--- src/tpdm_pkg.sv ---
// Package for the timestamped period and duty meter.
// Holds the transfer payload types, the controller/datapath interface structs and constants.
// No dependencies.
package tpdm_pkg;

    localparam int DATA_W     = 32;
    localparam int DUTY_W     = 7;
    localparam int DUTY_SUM_W = 13;
    localparam int CYC_W      = 6;
    localparam int CAPACITY   = 64;
    localparam int CNT_W      = $clog2(CAPACITY + 1);
    localparam int PROD_W     = 39;
    localparam int STEP_W     = 6;

    localparam logic [CYC_W-1:0]  MAX_CYCLES = 6'd63;
    localparam logic [DUTY_W-1:0] DUTY_FULL  = 7'd100;

    localparam logic [STEP_W-1:0] STEPS_DUTY = 6'd7;
    localparam logic [STEP_W-1:0] STEPS_PER  = 6'd32;
    localparam logic [STEP_W-1:0] STEPS_DAVG = 6'd13;

    localparam logic [1:0] ST_FULL     = 2'd0;
    localparam logic [1:0] ST_RECORDED = 2'd1;
    localparam logic [1:0] ST_SKIPPED  = 2'd2;
    localparam logic [1:0] ST_CLEARED  = 2'd3;

    typedef struct packed {
        logic [DATA_W-1:0] sample_word;
        logic [DATA_W-1:0] capture_time;
        logic              restart;
    } in_item_t;

    typedef struct packed {
        logic [1:0]        status;
        logic [DATA_W-1:0] average_period;
        logic [DUTY_W-1:0] average_duty;
        logic [CYC_W-1:0]  full_cycles;
    } out_item_t;

    typedef struct packed {
        logic [DATA_W-1:0] level_mask;
        logic              skip_repeats;
    } cfg_t;

    typedef struct packed {
        logic              mask_we;
        logic              skip_we;
        logic [DATA_W-1:0] wdata;
    } cfg_wr_t;

    typedef struct packed {
        logic load_in;
        logic eval;
        logic duty_start;
        logic duty_set;
        logic duty_take;
        logic cyc_add;
        logic avgp_start;
        logic avgp_take;
        logic avgd_start;
        logic avgd_take;
        logic avg_zero;
        logic out_load;
    } cmd_t;

    typedef struct packed {
        logic cyc_pend;
        logic duty_direct;
        logic count_zero;
        logic div_busy;
        logic out_free;
    } sts_t;

endpackage

--- src/tpdm_div.sv ---
// Shared restoring divider for the meter, one quotient bit per cycle.
// Depends on tpdm_pkg.
module tpdm_div (
    input  logic                       aclk,
    input  logic                       aresetn,
    input  logic                       start,
    input  logic [tpdm_pkg::DATA_W-1:0] rem_init,
    input  logic [tpdm_pkg::DATA_W-1:0] quo_init,
    input  logic [tpdm_pkg::DATA_W-1:0] divisor,
    input  logic [tpdm_pkg::STEP_W-1:0] steps,
    output logic                       busy,
    output logic [tpdm_pkg::DATA_W-1:0] quotient
);
    import tpdm_pkg::*;

    logic [DATA_W-1:0] rem_reg, rem_next;
    logic [DATA_W-1:0] quo_reg, quo_next;
    logic [DATA_W-1:0] div_reg;
    logic [STEP_W-1:0] cnt_reg;
    logic              busy_reg;
    logic [DATA_W:0]   trial;
    logic [DATA_W+1:0] diff;
    logic              ge;

    always_comb begin
        trial    = {rem_reg, quo_reg[DATA_W-1]};
        diff     = {1'b0, trial} - {2'b00, div_reg};
        ge       = ~diff[DATA_W+1];
        rem_next = ge ? diff[DATA_W-1:0] : trial[DATA_W-1:0];
        quo_next = {quo_reg[DATA_W-2:0], ge};
    end

    always_ff @(posedge aclk) begin
        if (!aresetn) begin
            busy_reg <= 1'b0;
            cnt_reg  <= '0;
        end else if (start) begin
            busy_reg <= 1'b1;
            cnt_reg  <= steps;
        end else if (busy_reg) begin
            cnt_reg <= cnt_reg - 1'b1;
            if (cnt_reg == STEP_W'(1)) begin
                busy_reg <= 1'b0;
            end
        end
    end

    always_ff @(posedge aclk) begin
        if (start) begin
            rem_reg <= rem_init;
            quo_reg <= quo_init;
            div_reg <= divisor;
        end else if (busy_reg) begin
            rem_reg <= rem_next;
            quo_reg <= quo_next;
        end
    end

    assign busy     = busy_reg;
    assign quotient = quo_reg;

endmodule

--- src/tpdm_dp.sv ---
// Datapath of the meter: configuration, record state, running sums and result register.
// Depends on tpdm_pkg and tpdm_div.
module tpdm_dp (
    input  logic                aclk,
    input  logic                aresetn,
    input  tpdm_pkg::cmd_t      cmd,
    output tpdm_pkg::sts_t      sts,
    input  tpdm_pkg::cfg_wr_t   cfg_wr,
    output tpdm_pkg::cfg_t      cfg,
    input  tpdm_pkg::in_item_t  s_data,
    output logic                m_valid,
    input  logic                m_ready,
    output tpdm_pkg::out_item_t m_data
);
    import tpdm_pkg::*;

    cfg_t              cfg_reg;
    in_item_t          in_reg;
    logic [CNT_W-1:0]  count_reg;
    logic [DATA_W-1:0] last_word_reg;
    logic              start_level_reg;
    logic              prev_level_reg;
    logic              have_ref_reg;
    logic [DATA_W-1:0] ref_time_reg;
    logic [DATA_W-1:0] opp_time_reg;
    logic [DATA_W-1:0] period_sum_reg;
    logic [DUTY_SUM_W-1:0] duty_sum_reg;
    logic [CYC_W-1:0]  cycles_reg;
    logic              pend_reg;
    logic [DATA_W-1:0] period_reg;
    logic [DATA_W-1:0] high_reg;
    logic [DUTY_W-1:0] duty_reg;
    logic [1:0]        status_reg;
    logic [DATA_W-1:0] avg_period_reg;
    logic [DUTY_W-1:0] avg_duty_reg;
    logic              m_valid_reg;
    out_item_t         m_data_reg;

    logic              level;
    logic              is_ref;
    logic              is_opp;
    logic              first;
    logic              is_full;
    logic              is_skip;
    logic [PROD_W-1:0] prod;
    logic              div_start;
    logic [DATA_W-1:0] div_rem;
    logic [DATA_W-1:0] div_quo;
    logic [DATA_W-1:0] div_dvs;
    logic [STEP_W-1:0] div_steps;
    logic              div_busy;
    logic [DATA_W-1:0] div_q;

    always_comb begin
        level   = |(in_reg.sample_word & cfg_reg.level_mask);
        is_ref  = (prev_level_reg == start_level_reg) && (level != start_level_reg);
        is_opp  = (prev_level_reg != start_level_reg) && (level == start_level_reg);
        first   = (count_reg == '0);
        is_full = (count_reg >= CNT_W'(CAPACITY));
        is_skip = cfg_reg.skip_repeats && !first && (in_reg.sample_word == last_word_reg);
        prod    = PROD_W'({high_reg, 6'b0}) + PROD_W'({high_reg, 5'b0})
                + PROD_W'({high_reg, 2'b0});
    end

    always_comb begin
        div_start = cmd.duty_start | cmd.avgp_start | cmd.avgd_start;
        if (cmd.avgp_start) begin
            div_rem   = '0;
            div_quo   = period_sum_reg;
            div_dvs   = DATA_W'(cycles_reg);
            div_steps = STEPS_PER;
        end else if (cmd.avgd_start) begin
            div_rem   = '0;
            div_quo   = {duty_sum_reg, {(DATA_W-DUTY_SUM_W){1'b0}}};
            div_dvs   = DATA_W'(cycles_reg);
            div_steps = STEPS_DAVG;
        end else begin
            div_rem   = prod[PROD_W-1:DUTY_W];
            div_quo   = {prod[DUTY_W-1:0], {(DATA_W-DUTY_W){1'b0}}};
            div_dvs   = period_reg;
            div_steps = STEPS_DUTY;
        end
    end

    tpdm_div u_div (
        .aclk     (aclk),
        .aresetn  (aresetn),
        .start    (div_start),
        .rem_init (div_rem),
        .quo_init (div_quo),
        .divisor  (div_dvs),
        .steps    (div_steps),
        .busy     (div_busy),
        .quotient (div_q)
    );

    always_ff @(posedge aclk) begin
        if (!aresetn) begin
            cfg_reg.level_mask   <= DATA_W'(1);
            cfg_reg.skip_repeats <= 1'b0;
        end else begin
            if (cfg_wr.mask_we) begin
                cfg_reg.level_mask <= cfg_wr.wdata;
            end
            if (cfg_wr.skip_we) begin
                cfg_reg.skip_repeats <= cfg_wr.wdata[0];
            end
        end
    end

    always_ff @(posedge aclk) begin
        if (cmd.load_in) begin
            in_reg <= s_data;
        end
    end

    always_ff @(posedge aclk) begin
        if (!aresetn) begin
            count_reg       <= '0;
            last_word_reg   <= '0;
            start_level_reg <= 1'b0;
            prev_level_reg  <= 1'b0;
            have_ref_reg    <= 1'b0;
            ref_time_reg    <= '0;
            opp_time_reg    <= '0;
            period_sum_reg  <= '0;
            duty_sum_reg    <= '0;
            cycles_reg      <= '0;
            pend_reg        <= 1'b0;
            status_reg      <= ST_FULL;
        end else if (cmd.eval) begin
            pend_reg <= 1'b0;
            if (in_reg.restart) begin
                count_reg       <= '0;
                last_word_reg   <= '0;
                start_level_reg <= 1'b0;
                prev_level_reg  <= 1'b0;
                have_ref_reg    <= 1'b0;
                ref_time_reg    <= '0;
                opp_time_reg    <= '0;
                period_sum_reg  <= '0;
                duty_sum_reg    <= '0;
                cycles_reg      <= '0;
                status_reg      <= ST_CLEARED;
            end else if (is_full) begin
                status_reg <= ST_FULL;
            end else if (is_skip) begin
                status_reg <= ST_SKIPPED;
            end else begin
                if (first) begin
                    start_level_reg <= level;
                end else if (is_ref) begin
                    if (have_ref_reg && (cycles_reg < MAX_CYCLES)) begin
                        pend_reg <= 1'b1;
                    end
                    have_ref_reg <= 1'b1;
                    ref_time_reg <= in_reg.capture_time;
                end else if (is_opp) begin
                    opp_time_reg <= in_reg.capture_time;
                end
                prev_level_reg <= level;
                last_word_reg  <= in_reg.sample_word;
                count_reg      <= count_reg + 1'b1;
                status_reg     <= ST_RECORDED;
            end
        end else if (cmd.cyc_add) begin
            period_sum_reg <= period_sum_reg + period_reg;
            duty_sum_reg   <= duty_sum_reg + DUTY_SUM_W'(duty_reg);
            cycles_reg     <= cycles_reg + 1'b1;
        end
    end

    always_ff @(posedge aclk) begin
        if (cmd.eval) begin
            period_reg <= ref_time_reg - in_reg.capture_time;
            high_reg   <= start_level_reg ? (opp_time_reg - in_reg.capture_time)
                                          : (ref_time_reg - opp_time_reg);
        end
        if (cmd.duty_set) begin
            duty_reg <= (period_reg == '0) ? '0 : DUTY_FULL;
        end else if (cmd.duty_take) begin
            duty_reg <= div_q[DUTY_W-1:0];
        end
        if (cmd.avg_zero) begin
            avg_period_reg <= '0;
            avg_duty_reg   <= '0;
        end else begin
            if (cmd.avgp_take) begin
                avg_period_reg <= div_q;
            end
            if (cmd.avgd_take) begin
                avg_duty_reg <= div_q[DUTY_W-1:0];
            end
        end
    end

    always_ff @(posedge aclk) begin
        if (!aresetn) begin
            m_valid_reg <= 1'b0;
        end else if (cmd.out_load) begin
            m_valid_reg <= 1'b1;
        end else if (m_ready) begin
            m_valid_reg <= 1'b0;
        end
    end

    always_ff @(posedge aclk) begin
        if (cmd.out_load) begin
            m_data_reg.status         <= status_reg;
            m_data_reg.average_period <= avg_period_reg;
            m_data_reg.average_duty   <= avg_duty_reg;
            m_data_reg.full_cycles    <= cycles_reg;
        end
    end

    always_comb begin
        sts.cyc_pend    = pend_reg;
        sts.duty_direct = (period_reg == '0) || (high_reg >= period_reg);
        sts.count_zero  = (cycles_reg == '0);
        sts.div_busy    = div_busy;
        sts.out_free    = !m_valid_reg || m_ready;
    end

    assign cfg     = cfg_reg;
    assign m_valid = m_valid_reg;
    assign m_data  = m_data_reg;

endmodule

--- src/tpdm_ctrl.sv ---
// Controller of the meter: sequences evaluation, duty division, sums and averages.
// Depends on tpdm_pkg.
module tpdm_ctrl (
    input  logic           aclk,
    input  logic           aresetn,
    input  logic           s_valid,
    output logic           s_ready,
    output tpdm_pkg::cmd_t cmd,
    input  tpdm_pkg::sts_t sts
);
    import tpdm_pkg::*;

    localparam logic [3:0] S_IDLE      = 4'd0;
    localparam logic [3:0] S_EVAL      = 4'd1;
    localparam logic [3:0] S_DUTY      = 4'd2;
    localparam logic [3:0] S_DUTY_WAIT = 4'd3;
    localparam logic [3:0] S_CYC_ADD   = 4'd4;
    localparam logic [3:0] S_AVGP      = 4'd5;
    localparam logic [3:0] S_AVGP_WAIT = 4'd6;
    localparam logic [3:0] S_AVGD      = 4'd7;
    localparam logic [3:0] S_AVGD_WAIT = 4'd8;
    localparam logic [3:0] S_DONE      = 4'd9;

    logic [3:0] state_reg, state_next;

    always_comb begin
        state_next = state_reg;
        cmd        = '0;
        s_ready    = (state_reg == S_IDLE);
        unique case (state_reg)
            S_IDLE: begin
                if (s_valid) begin
                    cmd.load_in = 1'b1;
                    state_next  = S_EVAL;
                end
            end
            S_EVAL: begin
                cmd.eval   = 1'b1;
                state_next = S_DUTY;
            end
            S_DUTY: begin
                if (!sts.cyc_pend) begin
                    state_next = S_AVGP;
                end else if (sts.duty_direct) begin
                    cmd.duty_set = 1'b1;
                    state_next   = S_CYC_ADD;
                end else begin
                    cmd.duty_start = 1'b1;
                    state_next     = S_DUTY_WAIT;
                end
            end
            S_DUTY_WAIT: begin
                if (!sts.div_busy) begin
                    cmd.duty_take = 1'b1;
                    state_next    = S_CYC_ADD;
                end
            end
            S_CYC_ADD: begin
                cmd.cyc_add = 1'b1;
                state_next  = S_AVGP;
            end
            S_AVGP: begin
                if (sts.count_zero) begin
                    cmd.avg_zero = 1'b1;
                    state_next   = S_DONE;
                end else begin
                    cmd.avgp_start = 1'b1;
                    state_next     = S_AVGP_WAIT;
                end
            end
            S_AVGP_WAIT: begin
                if (!sts.div_busy) begin
                    cmd.avgp_take = 1'b1;
                    state_next    = S_AVGD;
                end
            end
            S_AVGD: begin
                cmd.avgd_start = 1'b1;
                state_next     = S_AVGD_WAIT;
            end
            S_AVGD_WAIT: begin
                if (!sts.div_busy) begin
                    cmd.avgd_take = 1'b1;
                    state_next    = S_DONE;
                end
            end
            S_DONE: begin
                if (sts.out_free) begin
                    cmd.out_load = 1'b1;
                    state_next   = S_IDLE;
                end
            end
            default: begin
                state_next = S_IDLE;
            end
        endcase
    end

    always_ff @(posedge aclk) begin
        if (!aresetn) begin
            state_reg <= S_IDLE;
        end else begin
            state_reg <= state_next;
        end
    end

endmodule

--- src/timestamped_period_duty_meter.sv ---
// Top level of the timestamped period and duty meter: APB register decode and block wiring.
// Depends on tpdm_pkg, tpdm_ctrl and tpdm_dp.
//
//   Channel   Ports                      Direction  Carries
//   s_        s_valid, s_ready, s_data   in         sample word, capture time, restart
//   m_        m_valid, m_ready, m_data   out        status, average period and duty, cycles
//   APB       psel ... prdata            in/out     level_mask at 0x0, skip_repeats at 0x4
//
// One item is worked on at a time. An item that completes a period has its duty divided
// only when that duty needs division, and is then added to the sums; the averages of period
// and duty are divided on the shared bit-serial divider unless no period is counted yet.
// A finished result waits in the output register while the next item is taken in; an item
// that finishes before that result is taken waits in its last state until it is.
// Reset is synchronous and active low and restores the register defaults and an empty record.
module timestamped_period_duty_meter (
    input  logic                aclk,
    input  logic                aresetn,
    input  logic                s_valid,
    output logic                s_ready,
    input  tpdm_pkg::in_item_t  s_data,
    output logic                m_valid,
    input  logic                m_ready,
    output tpdm_pkg::out_item_t m_data,
    input  logic                psel,
    input  logic                penable,
    input  logic                pwrite,
    input  logic [2:0]          paddr,
    input  logic [31:0]         pwdata,
    output logic [31:0]         prdata,
    output logic                pready
);
    import tpdm_pkg::*;

    localparam logic REG_LEVEL_MASK = 1'b0;
    localparam logic REG_SKIP       = 1'b1;

    cmd_t    cmd;
    sts_t    sts;
    cfg_t    cfg;
    cfg_wr_t cfg_wr;
    logic    wr_en;

    always_comb begin
        wr_en          = psel && penable && pwrite;
        cfg_wr.wdata   = pwdata;
        cfg_wr.mask_we = wr_en && (paddr[2] == REG_LEVEL_MASK);
        cfg_wr.skip_we = wr_en && (paddr[2] == REG_SKIP);
        unique case (paddr[2])
            REG_LEVEL_MASK: prdata = cfg.level_mask;
            REG_SKIP:       prdata = {31'b0, cfg.skip_repeats};
            default:        prdata = '0;
        endcase
    end

    assign pready = 1'b1;

    tpdm_ctrl u_ctrl (
        .aclk    (aclk),
        .aresetn (aresetn),
        .s_valid (s_valid),
        .s_ready (s_ready),
        .cmd     (cmd),
        .sts     (sts)
    );

    tpdm_dp u_dp (
        .aclk    (aclk),
        .aresetn (aresetn),
        .cmd     (cmd),
        .sts     (sts),
        .cfg_wr  (cfg_wr),
        .cfg     (cfg),
        .s_data  (s_data),
        .m_valid (m_valid),
        .m_ready (m_ready),
        .m_data  (m_data)
    );

endmodule

--- config.mk ---
export PLATFORM = sky130hd
export DESIGN_NAME = timestamped_period_duty_meter
export DESIGN_NICKNAME = d
export VERILOG_FILES = /design/src/tpdm_pkg.sv /design/src/tpdm_div.sv /design/src/tpdm_dp.sv /design/src/tpdm_ctrl.sv /design/src/timestamped_period_duty_meter.sv
export SDC_FILE = /design/constraint.sdc
export NUM_CORES = 1
export LEC_CHECK = 0
export ABC_AREA = 1
export BUFFER_PORTS_ARGS = -buffer_cell sky130_fd_sc_hd__buf_2
export CAP_MARGIN = 15
export CORE_MARGIN = 2
export CORE_UTILIZATION = 33
export CTS_CLUSTER_DIAMETER = 150
export CTS_CLUSTER_SIZE = 8
export DETAILED_ROUTE_END_ITERATION = 8
export PLACE_DENSITY_LB_ADDON = 0.08
export SETUP_SLACK_MARGIN = 0.15
export SLEW_MARGIN = 20
export SYNTH_ARGS = -nofsm -noshare
export SYNTH_HDL_FRONTEND = slang
export SYNTH_SLANG_ARGS = --single-unit
--- constraint.sdc ---
create_clock -name aclk -period 10.77 [get_ports aclk]
set_clock_uncertainty 0.05 [all_clocks]
set_input_delay 2.6925 -clock aclk [delete_from_list [all_inputs] [get_ports aclk]]
set_output_delay 2.6925 -clock aclk [all_outputs]
set_load 0.02 [all_outputs]
* Yosys cells after proc, flatten, opt, wreduce, memory -nomap -nowiden
Cells that the tools add are included.
** Word-level totals
- Register bits :: 523
- Word-level logic and storage cells :: 210
- Output and inout bits :: 82
** Cells by class
- Bitwise logic cells :: 5
- Equality and inequality tests :: 25
- Reduce and logical (&&, ||, !) cells :: 32
- Add/sub/neg operators :: 11
- Multiplexer cells :: 100
- Order comparisons :: 3
** Operator list (number)
- $mux 32 :: 27
- $sub 32x32->32 :: 3
- $pmux 32 s2 :: 1
- $mux 6 :: 8
- $mux 7 :: 6
- $mux 1 :: 40
- $pmux 4 s10 :: 1
- $add 38x37->39 :: 1
- $add 39x34->39 :: 1
- $mux 13 :: 3
- $sub 33x32->34 :: 1
- $add 32x32->32 :: 1
- $and 32x32->32 :: 1
- $eq 32x32->1 :: 1
- $ge 32x32->1 :: 1
- $logic_not 32->1 :: 1
- $reduce_or 32->1 :: 1
- $mux 4 :: 7
- $eq 4x3->1 const B :: 4
- $reduce_bool 2->1 :: 7
- $add 13x7->13 :: 1
- $mux 2 :: 5
- $ne 2x1->1 const B :: 5
- $ne 2x2->1 const B :: 5
- 26 further kinds :: 44

* Longest topological paths before layout
- Depth in word-level cells :: 10
- Gate-level depth with buffers :: 19
- Depth with buffers taken out :: 18

* Hierarchy
From an unflattened synthesis, not the netlist that was laid out.
** Second synthesis, totals
- Cell total of the unflattened synthesis :: 4969
- Area, all modules :: 35467.8 sq um
** By module, submodules not included
- tpdm_dp :: area each 27451.3 sq um, times used 1, cells each 3818
- tpdm_div :: area each 7226.9 sq um, times used 1, cells each 995
- tpdm_ctrl :: area each 467.9 sq um, times used 1, cells each 81
- timestamped_period_duty_meter :: area each 321.6 sq um, times used 1, cells each 75

* Worst setup path after synthesis
OpenSTA, ideal clock, no wires.
- Kind :: in2reg
- Start point :: in m_ready
- End point :: reg u_dp.m_data_reg, in the netlist u_dp.m_data[0], enable pin
- Cell stages on the path :: 2
- Setup time :: 0.568 ns
- Arrival time :: 7.207 ns
- Buffers on the path :: 0
- Path slack :: 2.944 ns
- Cells stage by stage :: nor2_1 nor4_1
** RTL lines
- start: declaration :: line timestamped_period_duty_meter.sv:22 : input logic m_ready,
- end: declaration :: line tpdm_dp.sv:37 : out_item_t m_data_reg;

* Worst setup path after layout
- Start point :: in paddr[2]
- End point :: out prdata[0]
** Between the ends
- Longest elaborated chain between the ends :: 2
** Ends and longest elaborated chain
- start: declaration :: line timestamped_period_duty_meter.sv:27 : input logic [2:0] paddr,
- $not 1->1 :: line timestamped_period_duty_meter.sv:48 : unique case (paddr[2])
- $pmux 32 s2 * :: line timestamped_period_duty_meter.sv:48
- end: declaration :: line timestamped_period_duty_meter.sv:29 : output logic [31:0] prdata,
Mark *: on every way between the ends. The rest lies on a longest branch, timed or not.

==> metrics.md <==
| Metric | Value |
|---|---|
| Status | finished, final reports clean |
| Final hold violations | 0 |
| MaxCap Viol Count | 0 |
| Row count | 116 |
| Clock Latency Late Sink | 0.66 ns |
| Most common cell in the netlist | nand2_1 |
| GPL Wtd Cong | 0.910 |
| EDFF count, synth | 279 |
| Synth Instances | 4401 |
| RSZ-0062 raised after global routing | no |
| Post-CTS setup buffers | 0 |
| Pleak | 16.3 nW |
| Synth top area cells | edfxtp_1 25%, dfxtp_1 15%, nand2_1 11%, ha_1 8.9%, a21oi_1 7.9% |
| PortBufs | 185 |
| Synth warnings | 0 |
| Max Fclk | 158 MHz |
| Cell area after synthesis | 0.0335 sq mm |
| FILL cells | 10721 |
| First-pass DRT Iterations | 6 |
| Setup violations, final | 0 |
| Die area | 0.104 sq mm |
| Async SR Flop Fraction | 0 |
| Crit start category | primary input |
| Fin. max-slew vios | 0 |
| Clock sink count | 523 |
| Syn avg cell area | 7.62 sq um |
| P&R area growth vs syn | 13.5% |
| Seq/Total Area, Yosys | 0.396 |
| Crit share post-route | 0.588 |
| Core area | 0.100 sq mm |
| Cts-stage hold buffer count | 0 |
| Synth area leader | edfxtp_1 |
| Crit path kind | primary input to output port |
| Residual DRC | 0 |
| Root Driver | clkbuf_16 |
| Via/cell ratio | 4.99 |
| Synth Flop Type | edfxtp_1 |
| Largest net degree at the start of global routing | 80 |
| DRT antenna net count | 0 |
| Critical Path RT | 8.03 ns |
| Mapped Nets | 4781 |
| WL/cell | 18.6 um |
| Slew HR | 0.295 |
| Tightest Pin Transition | 1.06 ns |
| Crit. End Element | output port |
| Vias post-DR | 29848 |
| Synth cell types | 61 |
| Max Root-Sink Buffers | 3 |
| Die W | 323 um |
| Total Routing Usage GR | 0.211 |
| Peak supply drop | 0.103 mV |
| Tot Pwr | 7.60 mW |
| Total grt overflow | 0 |
| 1st-iter DRT viols | 2170 |
| Number of synthesized register bits | 523 |
| Initial antenna violation count | 4 |
| Post-Place Cell Area | 0.0358 sq mm |
| Die Ht | 323 um |
| Final Net Count | 4945 |
| First-pass GRT wire length | 169000 um |
| Fin Setup TNS | 0 ns |
| PD cells | 200 mW/mm^2 |
| Ratio of cells with drive above 1 in the final layout | 0.0744 |
| Commonest cells post-synth | 956 x nand2_1, 529 x a21oi_1, 509 x inv_1 |
| Final Cell Area | 0.0380 sq mm |
| Initial Util | 0.334 |
| Hold crit path type | flip-flop to flip-flop |
| Crit path time final | 6.33 ns |
| Cts bufs inserted | 75 |
| Final wirelength | 111000 um |
| Top-Level Pins | 189 |
| Synth top area share | 0.250 |
| Vias in the first global route | 28496 |
| TritonCTS clock tree | built |
| # resized after CTS | 0 |
| Crit path DAT | 3.59 ns |
| H-tree depth | 3 |
| Max reg flops | 65 |
| Clock slew at reported path FFs | 0.05 ns |
| Dpl hpwl | 85300 um |
| CP Max Fanout | 35 |
==> stage by stage <==
stage / hold slack, ns / utilization / std cells / setup slack, ns
global placement: 0.366 / 0.356 / 5845 / 4.44
floorplan: 0.359 / - / 4401 / 2.94
CTS: 0.374 / 0.379 / 5979 / 4.42
global route: 0.390 / 0.379 / 5979 / 4.31
finish: 0.377 / 0.379 / 5980 / 4.44
detailed placement: 0.363 / 0.356 / 5845 / 4.42
==> final cells by class <==
| class | instances | area [sq um] | share of cell area |
|---|---|---|---|
| diodes | 1 | 2.50 | 0.0000658 |
| repair buffers | 206 | 1080 | 0.0285 |
| inverters | 528 | 1980 | 0.0522 |
| clock inverters | 6 | 119 | 0.00312 |
| well taps | 1357 | 1700 | 0.0446 |
| clock buffers | 128 | 2120 | 0.0557 |
| multi-input cells | 3231 | 17800 | 0.467 |
| flip-flops and latches | 523 | 13300 | 0.349 |
==> critical path, stage by stage <==
cell and delay, ns:
buf_2 0.50, nand2_1 0.10, o21ai_0 0.09, buf_2 0.20
==> final timing paths <==
kind,start,end,slack [ns],cells past startpoint
worst min-delay path,u_dp.avg_duty_reg[5],u_dp.m_data[11],0.38,0
worst min register to register,u_dp.avg_duty_reg[5],u_dp.m_data[11],0.38,0
worst max-delay path,paddr[2],prdata[0],4.44,4
worst max register to register,u_dp.period_reg[17],u_dp.u_div.rem_reg[27],6.63,18
==> layer usage <==
layer	track usage	wire [um]	vias to the layer above
met5	0	24	-
met4	0.0547	2400	4
met3	0.0224	4180	142
met2	0.332	49600	572
met1	0.306	55000	13962
li1	-	-	15168
==> cell usage in the layout (no fill, tap or decap), types with 15 or more instances in the layout <==
| cell | instances |
|---|---|
| a21o_1 | 28 |
| a21oi_1 | 529 |
| a31oi_1 | 21 |
| buf_2 | 185 |
| buf_4 | 21 |
| clkbuf_1 | 51 |
| clkbuf_16 | 77 |
| dfxtp_1 | 244 |
| edfxtp_1 | 279 |
| fa_1 | 35 |
| ha_1 | 238 |
| inv_1 | 509 |
| inv_2 | 17 |
| nand2_1 | 955 |
| nand3_1 | 262 |
| nand4_1 | 39 |
| nor2_1 | 452 |
| nor3_1 | 59 |
| nor4_1 | 15 |
| o211ai_1 | 20 |
| o21a_1 | 15 |
| o21ai_0 | 261 |
| o21ai_1 | 61 |
| o21bai_1 | 24 |
| xnor2_1 | 50 |
| xor2_1 | 53 |
==> where the power goes <==
group	switching, mW	internal (mW)	total, mW	leakage, nW
clock network	0.933	1.34	2.27	1.06
logic	1.87	0.895	2.77	10.7
registers	0.207	2.35	2.55	4.56
==> cells by family after synthesis <==
logic type                 after synthesis  share of synthesized area
xor gates and xnor gates               103                     0.0269
AOI/OAI and AO/OA                     1013                      0.164
muxes                                    2                   0.000597
adders and majority gates              273                      0.110
buffers and inverters                  647                     0.0756
and+or+nand+nor                       1839                      0.228
other                                    1                   0.000112
DFF                                    523                      0.396
Note: power is estimated with default switching activity, not from simulation.
